--- src/rtl/cto_pkg.sv ---
// Package with the shared types, constants and codes of the command timeout tracker.
package cto_pkg;

    localparam int CHANNELS    = 16;
    localparam int PEERS       = 16;
    localparam int MAX_RESULTS = 16;
    localparam int QDEPTH      = 2;

    localparam int CH_IW  = (CHANNELS > 1) ? $clog2(CHANNELS) : 1;
    localparam int PR_IW  = (PEERS > 1) ? $clog2(PEERS) : 1;
    localparam int CNT_W  = $clog2(MAX_RESULTS + 1);
    localparam int QP_W   = (QDEPTH > 1) ? $clog2(QDEPTH) : 1;
    localparam int QC_W   = $clog2(QDEPTH + 1);
    localparam int ADDR_W = 5;

    localparam logic [15:0] RST_BASE    = 16'd3000;
    localparam logic [15:0] RST_STEP    = 16'd200;
    localparam logic [15:0] RST_MIN     = 16'd3000;
    localparam logic [15:0] RST_MAX     = 16'd15000;
    localparam logic [31:0] RST_OFFLINE = 32'd30000;

    // Register indexes on the configuration port.
    localparam logic [2:0] REG_BASE    = 3'd0;
    localparam logic [2:0] REG_STEP    = 3'd1;
    localparam logic [2:0] REG_MIN     = 3'd2;
    localparam logic [2:0] REG_MAX     = 3'd3;
    localparam logic [2:0] REG_OFFLINE = 3'd4;

    // Request types on the input channel.
    localparam logic [1:0] REQ_ISSUE = 2'd0;
    localparam logic [1:0] REQ_RESP  = 2'd1;
    localparam logic [1:0] REQ_SCAN  = 2'd2;

    // Response kinds.
    localparam logic [1:0] KIND_PLAIN     = 2'd0;
    localparam logic [1:0] KIND_HEARTBEAT = 2'd1;

    typedef enum logic [3:0] {
        EV_ACCEPTED    = 4'd0,
        EV_INVALID     = 4'd1,
        EV_BUSY        = 4'd2,
        EV_SEND_FAILED = 4'd3,
        EV_DONE_OK     = 4'd4,
        EV_DONE_FAILED = 4'd5,
        EV_TIMEOUT     = 4'd6,
        EV_HEARTBEAT   = 4'd7,
        EV_PEER_ONLINE = 4'd8
    } t_event;

    typedef enum logic [1:0] {
        OP_ISSUE = 2'd0,
        OP_RESP  = 2'd1,
        OP_SCAN  = 2'd2
    } t_op;

    typedef struct packed {
        t_op         op;
        logic [7:0]  channel;
        logic [31:0] timeout;
        logic        radio_accepted;
        logic [1:0]  resp_kind;
        logic        status_good;
        logic        online_text;
        logic [31:0] now_ms;
    } t_item;

    typedef struct packed {
        t_event      event_res;
        logic [7:0]  event_channel;
        logic [31:0] timeout_used;
        logic [31:0] success_count;
        logic        last;
    } t_result;

    typedef struct packed {
        logic  push;
        logic  pop;
    } t_qctl;

endpackage

--- src/rtl/cto_front.sv ---
// Front end: configuration registers, input acceptance and item classification.
module cto_front (
    input  logic                      i_clk,
    input  logic                      i_rst_n,
    input  logic                      psel,
    input  logic                      penable,
    input  logic                      pwrite,
    input  logic [cto_pkg::ADDR_W-1:0] paddr,
    input  logic [31:0]               pwdata,
    output logic [31:0]               prdata,
    input  logic                      i_in_valid,
    output logic                      o_in_ready,
    input  logic [1:0]                i_req_type,
    input  logic [7:0]                i_channel,
    input  logic [7:0]                i_feed_length,
    input  logic [31:0]               i_timeout_request,
    input  logic                      i_radio_accepted,
    input  logic [1:0]                i_resp_kind,
    input  logic                      i_status_good,
    input  logic                      i_online_text,
    input  logic [31:0]               i_now_ms,
    input  logic                      i_q_full,
    output logic                      o_push,
    output cto_pkg::t_item            o_item,
    output logic [31:0]               o_offline_after
);
    import cto_pkg::*;

    logic [15:0] r_base, r_step, r_min, r_max;
    logic [31:0] r_offline;
    logic [2:0]  reg_idx;
    logic        wr_en;
    logic [23:0] prod_sum;
    logic [23:0] lo_clamped;
    logic [23:0] clamped;

    assign reg_idx = paddr[4:2];
    assign wr_en   = psel && penable && pwrite;

    always_ff @(posedge i_clk) begin
        if (!i_rst_n) begin
            r_base    <= RST_BASE;
            r_step    <= RST_STEP;
            r_min     <= RST_MIN;
            r_max     <= RST_MAX;
            r_offline <= RST_OFFLINE;
        end else if (wr_en) begin
            case (reg_idx)
                REG_BASE:    r_base    <= pwdata[15:0];
                REG_STEP:    r_step    <= pwdata[15:0];
                REG_MIN:     r_min     <= pwdata[15:0];
                REG_MAX:     r_max     <= pwdata[15:0];
                REG_OFFLINE: r_offline <= pwdata;
                default: ;
            endcase
        end
    end

    always_comb begin
        case (reg_idx)
            REG_BASE:    prdata = {16'd0, r_base};
            REG_STEP:    prdata = {16'd0, r_step};
            REG_MIN:     prdata = {16'd0, r_min};
            REG_MAX:     prdata = {16'd0, r_max};
            REG_OFFLINE: prdata = r_offline;
            default:     prdata = 32'd0;
        endcase
    end

    // The computed timeout never exceeds 24 bits: 65535 + 255 * 65535 < 2^24.
    assign prod_sum   = 24'(r_base) + 24'(i_feed_length) * 24'(r_step);
    assign lo_clamped = (prod_sum < 24'(r_min)) ? 24'(r_min) : prod_sum;
    assign clamped    = (lo_clamped > 24'(r_max)) ? 24'(r_max) : lo_clamped;

    always_comb begin
        o_item.op             = t_op'(i_req_type);
        o_item.channel        = i_channel;
        o_item.timeout        = (i_timeout_request != 32'd0) ? i_timeout_request
                                                             : {8'd0, clamped};
        o_item.radio_accepted = i_radio_accepted;
        o_item.resp_kind      = i_resp_kind;
        o_item.status_good    = i_status_good;
        o_item.online_text    = i_online_text;
        o_item.now_ms         = i_now_ms;
    end

    // Unused request codes are taken and dropped without reaching the queue.
    assign o_in_ready      = !i_q_full;
    assign o_push          = i_in_valid && !i_q_full &&
                             (i_req_type == REQ_ISSUE || i_req_type == REQ_RESP ||
                              i_req_type == REQ_SCAN);
    assign o_offline_after = r_offline;

endmodule

--- src/rtl/cto_queue.sv ---
// Short queue of classified items between the front and back ends.
module cto_queue (
    input  logic           i_clk,
    input  logic           i_rst_n,
    input  cto_pkg::t_qctl i_ctl,
    input  cto_pkg::t_item i_item,
    output logic           o_full,
    output logic           o_valid,
    output cto_pkg::t_item o_item
);
    import cto_pkg::*;

    t_item            r_mem [QDEPTH];
    logic [QP_W-1:0]  r_wr, r_rd;
    logic [QC_W-1:0]  r_count;
    logic             do_push, do_pop;

    assign o_full  = (r_count == QC_W'(QDEPTH));
    assign o_valid = (r_count != '0);
    assign o_item  = r_mem[r_rd];
    assign do_push = i_ctl.push && !o_full;
    assign do_pop  = i_ctl.pop && o_valid;

    always_ff @(posedge i_clk) begin
        if (!i_rst_n) begin
            r_wr    <= '0;
            r_rd    <= '0;
            r_count <= '0;
        end else begin
            if (do_push) begin
                r_wr <= (r_wr == QP_W'(QDEPTH - 1)) ? '0 : r_wr + 1'b1;
            end
            if (do_pop) begin
                r_rd <= (r_rd == QP_W'(QDEPTH - 1)) ? '0 : r_rd + 1'b1;
            end
            r_count <= r_count + QC_W'(do_push) - QC_W'(do_pop);
        end
    end

    always_ff @(posedge i_clk) begin
        if (do_push) begin
            r_mem[r_wr] <= i_item;
        end
    end

endmodule

--- src/rtl/cto_back.sv ---
// Back end: channel and peer state, completion logic, timeout scan and result register.
module cto_back (
    input  logic             i_clk,
    input  logic             i_rst_n,
    input  logic             i_q_valid,
    input  cto_pkg::t_item   i_item,
    output logic             o_pop,
    input  logic [31:0]      i_offline_after,
    output logic             o_out_valid,
    input  logic             i_out_ready,
    output cto_pkg::t_result o_result
);
    import cto_pkg::*;

    typedef enum logic [5:0] {
        ST_IDLE     = 6'b000001,
        ST_ISSUE    = 6'b000010,
        ST_PEER     = 6'b000100,
        ST_MAIN     = 6'b001000,
        ST_SCAN_CHK = 6'b010000,
        ST_SCAN_EMT = 6'b100000
    } t_state;

    t_state              r_state, n_state;
    logic [CH_IW-1:0]    r_idx, n_idx;
    logic [CNT_W-1:0]    r_cnt, n_cnt;
    logic [CHANNELS-1:0] r_mask, n_mask;
    logic                r_out_valid, n_out_valid;
    t_result             r_out, n_out;

    logic [CHANNELS-1:0] r_busy;
    logic [31:0]         r_issue_time [CHANNELS];
    logic [31:0]         r_armed      [CHANNELS];
    logic [31:0]         r_succ       [CHANNELS];
    logic [31:0]         r_session;
    logic [PEERS-1:0]    r_seen;
    logic [31:0]         r_peer_time  [PEERS];

    logic [CH_IW-1:0]    ch_idx;
    logic [PR_IW-1:0]    pr_idx;
    logic                ch_ok, pr_ok, out_free, stale, second, expired;
    logic [31:0]         succ_cur;
    logic [CHANNELS-1:0] mask_hi;
    logic                busy_set, busy_clr, armed_we, issue_we, succ_we, peer_we;
    logic                session_inc;
    logic [CH_IW-1:0]    clr_idx;

    assign ch_idx   = i_item.channel[CH_IW-1:0];
    assign pr_idx   = i_item.channel[PR_IW-1:0];
    assign ch_ok    = (i_item.channel < 8'(CHANNELS));
    assign pr_ok    = (i_item.channel < 8'(PEERS));
    assign out_free = !r_out_valid || i_out_ready;
    assign succ_cur = r_succ[ch_idx];
    assign stale    = pr_ok && (!r_seen[pr_idx] ||
                      (i_item.now_ms - r_peer_time[pr_idx]) >= i_offline_after);
    assign second   = (i_item.resp_kind == KIND_HEARTBEAT) ||
                      (i_item.resp_kind == KIND_PLAIN &&
                       (i_item.online_text || (ch_ok && r_busy[ch_idx])));
    assign expired  = r_busy[r_idx] &&
                      ((i_item.now_ms - r_issue_time[r_idx]) > r_armed[r_idx]);
    assign mask_hi  = (r_mask >> r_idx) >> 1;

    always_comb begin
        n_state     = r_state;
        n_idx       = r_idx;
        n_cnt       = r_cnt;
        n_mask      = r_mask;
        n_out_valid = r_out_valid && !i_out_ready;
        n_out       = r_out;
        o_pop       = 1'b0;
        busy_set    = 1'b0;
        busy_clr    = 1'b0;
        clr_idx     = ch_idx;
        armed_we    = 1'b0;
        issue_we    = 1'b0;
        succ_we     = 1'b0;
        peer_we     = 1'b0;
        session_inc = 1'b0;

        n_out.event_channel = i_item.channel;
        n_out.timeout_used  = 32'd0;
        n_out.success_count = 32'd0;
        n_out.last          = 1'b1;

        case (r_state)
            ST_IDLE: begin
                n_out = r_out;
                if (i_q_valid) begin
                    case (i_item.op)
                        OP_ISSUE: n_state = ST_ISSUE;
                        OP_RESP:  n_state = ST_PEER;
                        OP_SCAN: begin
                            n_state = ST_SCAN_CHK;
                            n_idx   = '0;
                            n_cnt   = '0;
                        end
                        default:  o_pop = 1'b1;
                    endcase
                end
            end
            ST_ISSUE: begin
                if (out_free) begin
                    n_out_valid = 1'b1;
                    if (!ch_ok) begin
                        n_out.event_res = EV_INVALID;
                    end else if (r_busy[ch_idx]) begin
                        n_out.event_res = EV_BUSY;
                    end else begin
                        armed_we = 1'b1;
                        if (i_item.radio_accepted) begin
                            busy_set           = 1'b1;
                            issue_we           = 1'b1;
                            n_out.event_res    = EV_ACCEPTED;
                            n_out.timeout_used = i_item.timeout;
                        end else begin
                            n_out.event_res = EV_SEND_FAILED;
                        end
                    end
                    o_pop   = 1'b1;
                    n_state = ST_IDLE;
                end else begin
                    n_out = r_out;
                end
            end
            ST_PEER: begin
                n_out.event_res = EV_PEER_ONLINE;
                n_out.last      = !second;
                if (!stale || out_free) begin
                    n_out_valid = stale || n_out_valid;
                    if (!stale) begin
                        n_out = r_out;
                    end
                    peer_we = pr_ok;
                    if (second) begin
                        n_state = ST_MAIN;
                    end else begin
                        o_pop   = 1'b1;
                        n_state = ST_IDLE;
                    end
                end else begin
                    n_out = r_out;
                end
            end
            ST_MAIN: begin
                if (out_free) begin
                    n_out_valid = 1'b1;
                    if (i_item.resp_kind == KIND_HEARTBEAT || i_item.online_text) begin
                        n_out.event_res = EV_HEARTBEAT;
                    end else begin
                        busy_clr = 1'b1;
                        if (i_item.status_good) begin
                            succ_we             = 1'b1;
                            session_inc         = 1'b1;
                            n_out.event_res     = EV_DONE_OK;
                            n_out.success_count = succ_cur + 32'd1;
                        end else begin
                            n_out.event_res     = EV_DONE_FAILED;
                            n_out.success_count = succ_cur;
                        end
                    end
                    o_pop   = 1'b1;
                    n_state = ST_IDLE;
                end else begin
                    n_out = r_out;
                end
            end
            ST_SCAN_CHK: begin
                n_out         = r_out;
                n_mask[r_idx] = expired;
                if (r_idx == CH_IW'(CHANNELS - 1)) begin
                    n_idx   = '0;
                    n_state = ST_SCAN_EMT;
                end else begin
                    n_idx = r_idx + 1'b1;
                end
            end
            ST_SCAN_EMT: begin
                n_out.event_res     = EV_TIMEOUT;
                n_out.event_channel = 8'(r_idx);
                n_out.last          = (r_cnt == CNT_W'(MAX_RESULTS - 1)) ||
                                      (mask_hi == '0);
                if (r_mask[r_idx]) begin
                    if (out_free) begin
                        n_out_valid = 1'b1;
                        busy_clr    = 1'b1;
                        clr_idx     = r_idx;
                        n_cnt       = r_cnt + 1'b1;
                        if (n_out.last) begin
                            o_pop   = 1'b1;
                            n_state = ST_IDLE;
                        end else begin
                            n_idx = r_idx + 1'b1;
                        end
                    end else begin
                        n_out = r_out;
                    end
                end else begin
                    n_out = r_out;
                    if (r_idx == CH_IW'(CHANNELS - 1)) begin
                        o_pop   = 1'b1;
                        n_state = ST_IDLE;
                    end else begin
                        n_idx = r_idx + 1'b1;
                    end
                end
            end
            default: begin
                n_out   = r_out;
                n_state = ST_IDLE;
            end
        endcase
    end

    always_ff @(posedge i_clk) begin
        if (!i_rst_n) begin
            r_state     <= ST_IDLE;
            r_idx       <= '0;
            r_cnt       <= '0;
            r_out_valid <= 1'b0;
            r_busy      <= '0;
            r_seen      <= '0;
            r_session   <= 32'd0;
            for (int k = 0; k < CHANNELS; k++) begin
                r_succ[k] <= 32'd0;
            end
        end else begin
            r_state     <= n_state;
            r_idx       <= n_idx;
            r_cnt       <= n_cnt;
            r_out_valid <= n_out_valid;
            if (busy_set) begin
                r_busy[ch_idx] <= 1'b1;
            end
            if (busy_clr) begin
                r_busy[clr_idx] <= 1'b0;
            end
            if (peer_we) begin
                r_seen[pr_idx] <= 1'b1;
            end
            if (succ_we) begin
                r_succ[ch_idx] <= succ_cur + 32'd1;
            end
            if (session_inc) begin
                r_session <= r_session + 32'd1;
            end
        end
    end

    // Timing stores are only read for busy channels or seen peers, so they need no reset.
    always_ff @(posedge i_clk) begin
        r_mask <= n_mask;
        r_out  <= n_out;
        if (armed_we) begin
            r_armed[ch_idx] <= i_item.timeout;
        end
        if (issue_we) begin
            r_issue_time[ch_idx] <= i_item.now_ms;
        end
        if (peer_we) begin
            r_peer_time[pr_idx] <= i_item.now_ms;
        end
    end

    assign o_out_valid = r_out_valid;
    assign o_result    = r_out;

endmodule

--- src/rtl/per_channel_command_timeout_tracker.sv ---
// Top level of the per-channel command timeout tracker.
//
//  Channel | Handshake                    | Carries
//  --------+------------------------------+-----------------------------------------
//  input   | i_in_valid / o_in_ready      | request: issue, response or scan
//  output  | o_out_valid / i_out_ready    | event with channel, timeout, count, last
//  config  | psel, penable, pwrite, pready| five timeout and offline registers
//
// An issue passes the queue and the issue state before its result is registered;
// a response passes the peer state and, for a second event, the main state. A
// scan sweeps the channels once to mark expired timers, then walks them with a
// result per marked channel while the output is free. The back end handles one
// item at a time; a two-entry queue lets the front keep accepting while it works.
// Reset is synchronous and active low and leaves no state to clear afterwards. A
// stalled output holds its result register and the back end waits on it.
module per_channel_command_timeout_tracker (
    input  logic                       i_clk,
    input  logic                       i_rst_n,
    input  logic                       psel,
    input  logic                       penable,
    input  logic                       pwrite,
    input  logic [cto_pkg::ADDR_W-1:0] paddr,
    input  logic [31:0]                pwdata,
    output logic [31:0]                prdata,
    output logic                       pready,
    input  logic                       i_in_valid,
    output logic                       o_in_ready,
    input  logic [1:0]                 i_req_type,
    input  logic [7:0]                 i_channel,
    input  logic [7:0]                 i_feed_length,
    input  logic [31:0]                i_timeout_request,
    input  logic                       i_radio_accepted,
    input  logic [1:0]                 i_resp_kind,
    input  logic                       i_status_good,
    input  logic                       i_online_text,
    input  logic [31:0]                i_now_ms,
    output logic                       o_out_valid,
    input  logic                       i_out_ready,
    output logic [3:0]                 o_event_res,
    output logic [7:0]                 o_event_channel,
    output logic [31:0]                o_timeout_used,
    output logic [31:0]                o_success_count,
    output logic                       o_last
);
    import cto_pkg::*;

    t_item   front_item, head_item;
    t_qctl   qctl;
    t_result result;
    logic    q_full, q_valid, push, pop;
    logic [31:0] offline_after;

    // The configuration port never inserts wait states.
    assign pready = 1'b1;

    cto_front u_front (
        .i_clk            (i_clk),
        .i_rst_n          (i_rst_n),
        .psel             (psel),
        .penable          (penable),
        .pwrite           (pwrite),
        .paddr            (paddr),
        .pwdata           (pwdata),
        .prdata           (prdata),
        .i_in_valid       (i_in_valid),
        .o_in_ready       (o_in_ready),
        .i_req_type       (i_req_type),
        .i_channel        (i_channel),
        .i_feed_length    (i_feed_length),
        .i_timeout_request(i_timeout_request),
        .i_radio_accepted (i_radio_accepted),
        .i_resp_kind      (i_resp_kind),
        .i_status_good    (i_status_good),
        .i_online_text    (i_online_text),
        .i_now_ms         (i_now_ms),
        .i_q_full         (q_full),
        .o_push           (push),
        .o_item           (front_item),
        .o_offline_after  (offline_after)
    );

    assign qctl.push = push;
    assign qctl.pop  = pop;

    cto_queue u_queue (
        .i_clk  (i_clk),
        .i_rst_n(i_rst_n),
        .i_ctl  (qctl),
        .i_item (front_item),
        .o_full (q_full),
        .o_valid(q_valid),
        .o_item (head_item)
    );

    cto_back u_back (
        .i_clk          (i_clk),
        .i_rst_n        (i_rst_n),
        .i_q_valid      (q_valid),
        .i_item         (head_item),
        .o_pop          (pop),
        .i_offline_after(offline_after),
        .o_out_valid    (o_out_valid),
        .i_out_ready    (i_out_ready),
        .o_result       (result)
    );

    assign o_event_res     = result.event_res;
    assign o_event_channel = result.event_channel;
    assign o_timeout_used  = result.timeout_used;
    assign o_success_count = result.success_count;
    assign o_last          = result.last;

endmodule

--- config.mk ---
export PLATFORM = sky130hd
export DESIGN_NAME = per_channel_command_timeout_tracker
export DESIGN_NICKNAME = d
export VERILOG_FILES = /design/src/rtl/cto_pkg.sv /design/src/rtl/cto_front.sv /design/src/rtl/cto_queue.sv /design/src/rtl/cto_back.sv /design/src/rtl/per_channel_command_timeout_tracker.sv
export SDC_FILE = /design/constraint.sdc
export NUM_CORES = 2
export LEC_CHECK = 0
export BUFFER_PORTS_ARGS = -buffer_cell sky130_fd_sc_hd__buf_2
export CORE_UTILIZATION = 61
export CTS_CLUSTER_SIZE = 40
export DETAILED_ROUTE_END_ITERATION = 6
export GPL_ROUTABILITY_DRIVEN = 0
export PLACE_DENSITY = 0.79
export SLEW_MARGIN = 20
export SYNTH_ARGS = -nofsm -noshare
export SYNTH_HDL_FRONTEND = slang
export SYNTH_HIERARCHICAL = 1
export SYNTH_SLANG_ARGS = --single-unit
--- constraint.sdc ---
create_clock -name i_clk -period 24.1 [get_ports i_clk]
set_input_delay 3.615 -clock i_clk [delete_from_list [all_inputs] [get_ports i_clk]]
set_output_delay 3.615 -clock i_clk [all_outputs]
set_load 0.1 [all_outputs]
==> reports/metrics.yaml <==
finalPower_uw: 10560
hold_path.class: "flip-flop to flip-flop"
path_max_fanout: 19
nets: 7164
synth_area_um2: 108600
grt_pass1_wl_mm: 405.3
clk-insertion-delay-late_ns: 0.88
slew_headroom: 0.2835
power_frac_seq: 0.463
post_cts_buffers: 0
drt.antenna.violating_nets: 0
sw_frac_of_total: 0.2797
end_kind: "flip-flop"
clkTransAtPathRegs_ns: 0.06
maxCapViolations: 0
worstSetupStartpointType: "input port"
io_buffer_count: 239
path_buf_inv: 4
critical_path.max_stage_delay_ns: 0.92
peakVddDrop_mv: 0.07918
cp-startpoint: "i_feed_length[0]"
yosysUniqueCellTypes: 103
drtPass1Iterations: 7
worstPathArrival_ns: 13.09
synthCells: 6537
cts_tree: "done"
cts_buffers: 228
cts_max_level: 4
cp_data_required_time_ns: 24.69
clockBufferDepth: 3
p_clk_frac: 0.341
ys_top_cells_by_count: "edfxtp_1 (2299), nor2_1 (673), mux4_2 (655), nand2_1 (388), inv_1 (334)"
max_clock_freq_mhz: 79.99
slew_viol_final: 0
fill_cells: 11220
synth_flop_cell: "edfxtp_1"
seq_area_um2: 72120
cts_hold_buffers: 0
p_leak_uw: 0.04062
syn_nets: 6986
synth-async-reset-ratio: 0
floorplan.initialDensity: 0.6155
syn2layout_area_growth_pct: 10.34
power.density_nw_per_um2: 88.13
rsz0062_at_grt: "no"
combPwrFrac: 0.196
placed_area_um2: 112300
die_w_um: 424.0
die_area_um2: 179800
synth_top_area_frac: 0.6355
tns_ns: 0
cts_sinks: 2452
drtIter0Drc: 7599
grtUsageTotal: 0.3120
multi_input_area_um2: 33810
antenna_found_initial: 12
dp_hpwl_mm: 160.2
finalClockSkew_ns: 0.05082
cts-root-buf: "clkbuf_16"
ys_seq_area_frac: 0.6637
finalCritPeriodShare: 0.5187
synth_most_common_cell: "edfxtp_1"
wl_per_cell_um: 30.28
setup_viol: 0
final_layout_size_suffix_gt1_frac: 0.2347
p_int_uw: 7608
grt_pass1_vias: 62040
grt_max_degree: 129
io_pins: 243
post_cts_resized: 0
detailroute.via_count: 61710
rows: 154
hold_violations: 0
status: "finished, violations left"
critical_path_class: "input port to flip-flop"
yosys.area.top_type: "edfxtp_1"
synth-seq-cells: 2452
tightest_slew_ns: 1.075
power_switching_uw: 2955
path_common_cell: "fa_1"
violations: "design-rule violations"
design_area_um2: 119900
crit_slowest_cell: "a221oi_4"
critPathTopFamily: "compound AO/OA/AOI/OAI gates"
avgSynthCellArea_um2: 16.62
fin_crit_ns: 12.50
core-area_um2: 176500
drc: 10
synth-edff-count: 2299
die_y_um: 424.0
totalWireLength_mm: 280.4
vias_per_cell: 6.662
overflow: 0
worstHoldStart: "u_back/r_seen[9]"
yosys_warnings: 6
synth_area_leaders: "edfxtp_1 (64%), mux4_2 (14%), dfxtp_1 (2.8%)"
power by group through the flow:
stage / Sequential [uW] / Clock [uW] / Combinational [uW]
floorplan: 5060 / 0 / 1430
global placement: 4980 / 0 / 1940
detailed placement: 4980 / 0 / 2010
CTS: 4890 / 3630 / 2030
global route: 4900 / 3780 / 2200
finish: 4890 / 3600 / 2070
sequential cells by signal, indices dropped and copies added, names as in the netlist, 32 cells and up, named ones only:
| register | count |
|---|---|
| u_back/r_issue_time | 512 |
| u_back/r_peer_time | 512 |
| u_back/o_result | 77 |
| u_queue/r_mem | 158 |
| u_back/r_armed | 512 |
| u_front/o_offline_after | 32 |
| u_back/r_succ | 512 |
area by class of cell:
type / count / share of cell area
Antenna cell: 12 / 0.0002505
Inverter: 335 / 0.01049
Timing Repair Buffer: 371 / 0.01885
Clock buffer: 289 / 0.05004
Multi-Input combinational cell: 3327 / 0.2821
Clock inverter: 136 / 0.01214
Sequential cell: 2452 / 0.6017
Tap cell: 2340 / 0.02443
routing by layer:
layer  vias to the layer above  wire [um]  track usage
met5                         -          0            0
met4                         0      17600       0.1817
met3                       809      27400      0.04717
met2                      4105     137800       0.5102
met1                     31460      97610       0.4012
li1                      25330          -            -
per-stage QoR:
step | cells | hold WS [ns] | worst slack [ns] | utilization
2_1_floorplan | 6537 | 0.4354 | 12.78 | -
3_3_place_gp | 8824 | 0.4410 | 11.03 | 0.6359
3_5_place_dp | 8824 | 0.4543 | 10.94 | 0.6360
4_1_cts | 9249 | 0.4687 | 11.83 | 0.6782
5_1_grt | 9258 | 0.4793 | 11.09 | 0.6790
6_report | 9262 | 0.4706 | 11.60 | 0.6791
cells by family after synthesis:
group	share of synthesized area
AOI/OAI and AO/OA	0.03679
xor gates and xnor gates	0.01062
adders and majority gates	0.04368
buffers and inverters	0.03101
DFF	0.6637
muxes	0.1514
other	0.00003452
and+or+nand+nor	0.06277
placed cells by master (no fill, tap or decap), types with 43 or more instances in the layout:
cell / synthesis / routed
a21oi_1: 143 / 142
fa_1: 102 / 102
a21boi_0: 61 / 61
a21o_1: 43 / 43
o21ai_0: 90 / 90
nand3_1: 69 / 60
and2_1: 155 / 158
nor2_1: 673 / 623
ha_1: 216 / 216
inv_1: 334 / 334
buf_2: 53 / 238
mux4_2: 655 / 655
buf_4: 54 / 128
edfxtp_1: 2299 / 2299
clkbuf_1: 243 / 56
nor2_4: 0 / 49
xnor2_1: 58 / 53
o21a_1: 46 / 46
clkbuf_16: 0 / 230
dfxtp_1: 153 / 148
nand2_1: 388 / 371
clkinv_1: 0 / 44
mux2_2: 87 / 83
final timing paths:
path / to / slack (ns) / depth (start not counted)
worst min register to register: u_back/r_seen[9] / 0.47 / 1
worst max-delay path: u_queue/r_mem[1][50] / 11.60 / 30
worst max register to register: u_back/r_peer_time[10][25] / 13.66 / 26
worst min-delay path: u_back/r_seen[9] / 0.47 / 1
worst reg2reg max path, stage by stage, from the launching register on:
cell and delay, ns:
dfxtp_4 0.55, mux2_8 0.75, buf_12 0.62, buf_4 1.11, mux4_2 0.66, mux4_2 0.47, inv_1 0.12, ha_1 0.29
a21oi_1 0.25, nor2b_1 0.10, o31ai_1 0.41, a31oi_1 0.28, a21oi_1 0.40, nor3_1 0.10, o211a_1 0.30, o41ai_1 0.38
xnor2_1 0.12, ha_1 0.19, a21o_1 0.15, a21o_1 0.18, a221oi_1 0.31, o221ai_1 0.28, a31oi_1 0.75, o21ai_4 0.27
buf_16 0.26, nor2_4 0.12, buf_4 0.59
No activity file was read; power rests on OpenSTA's default activity.
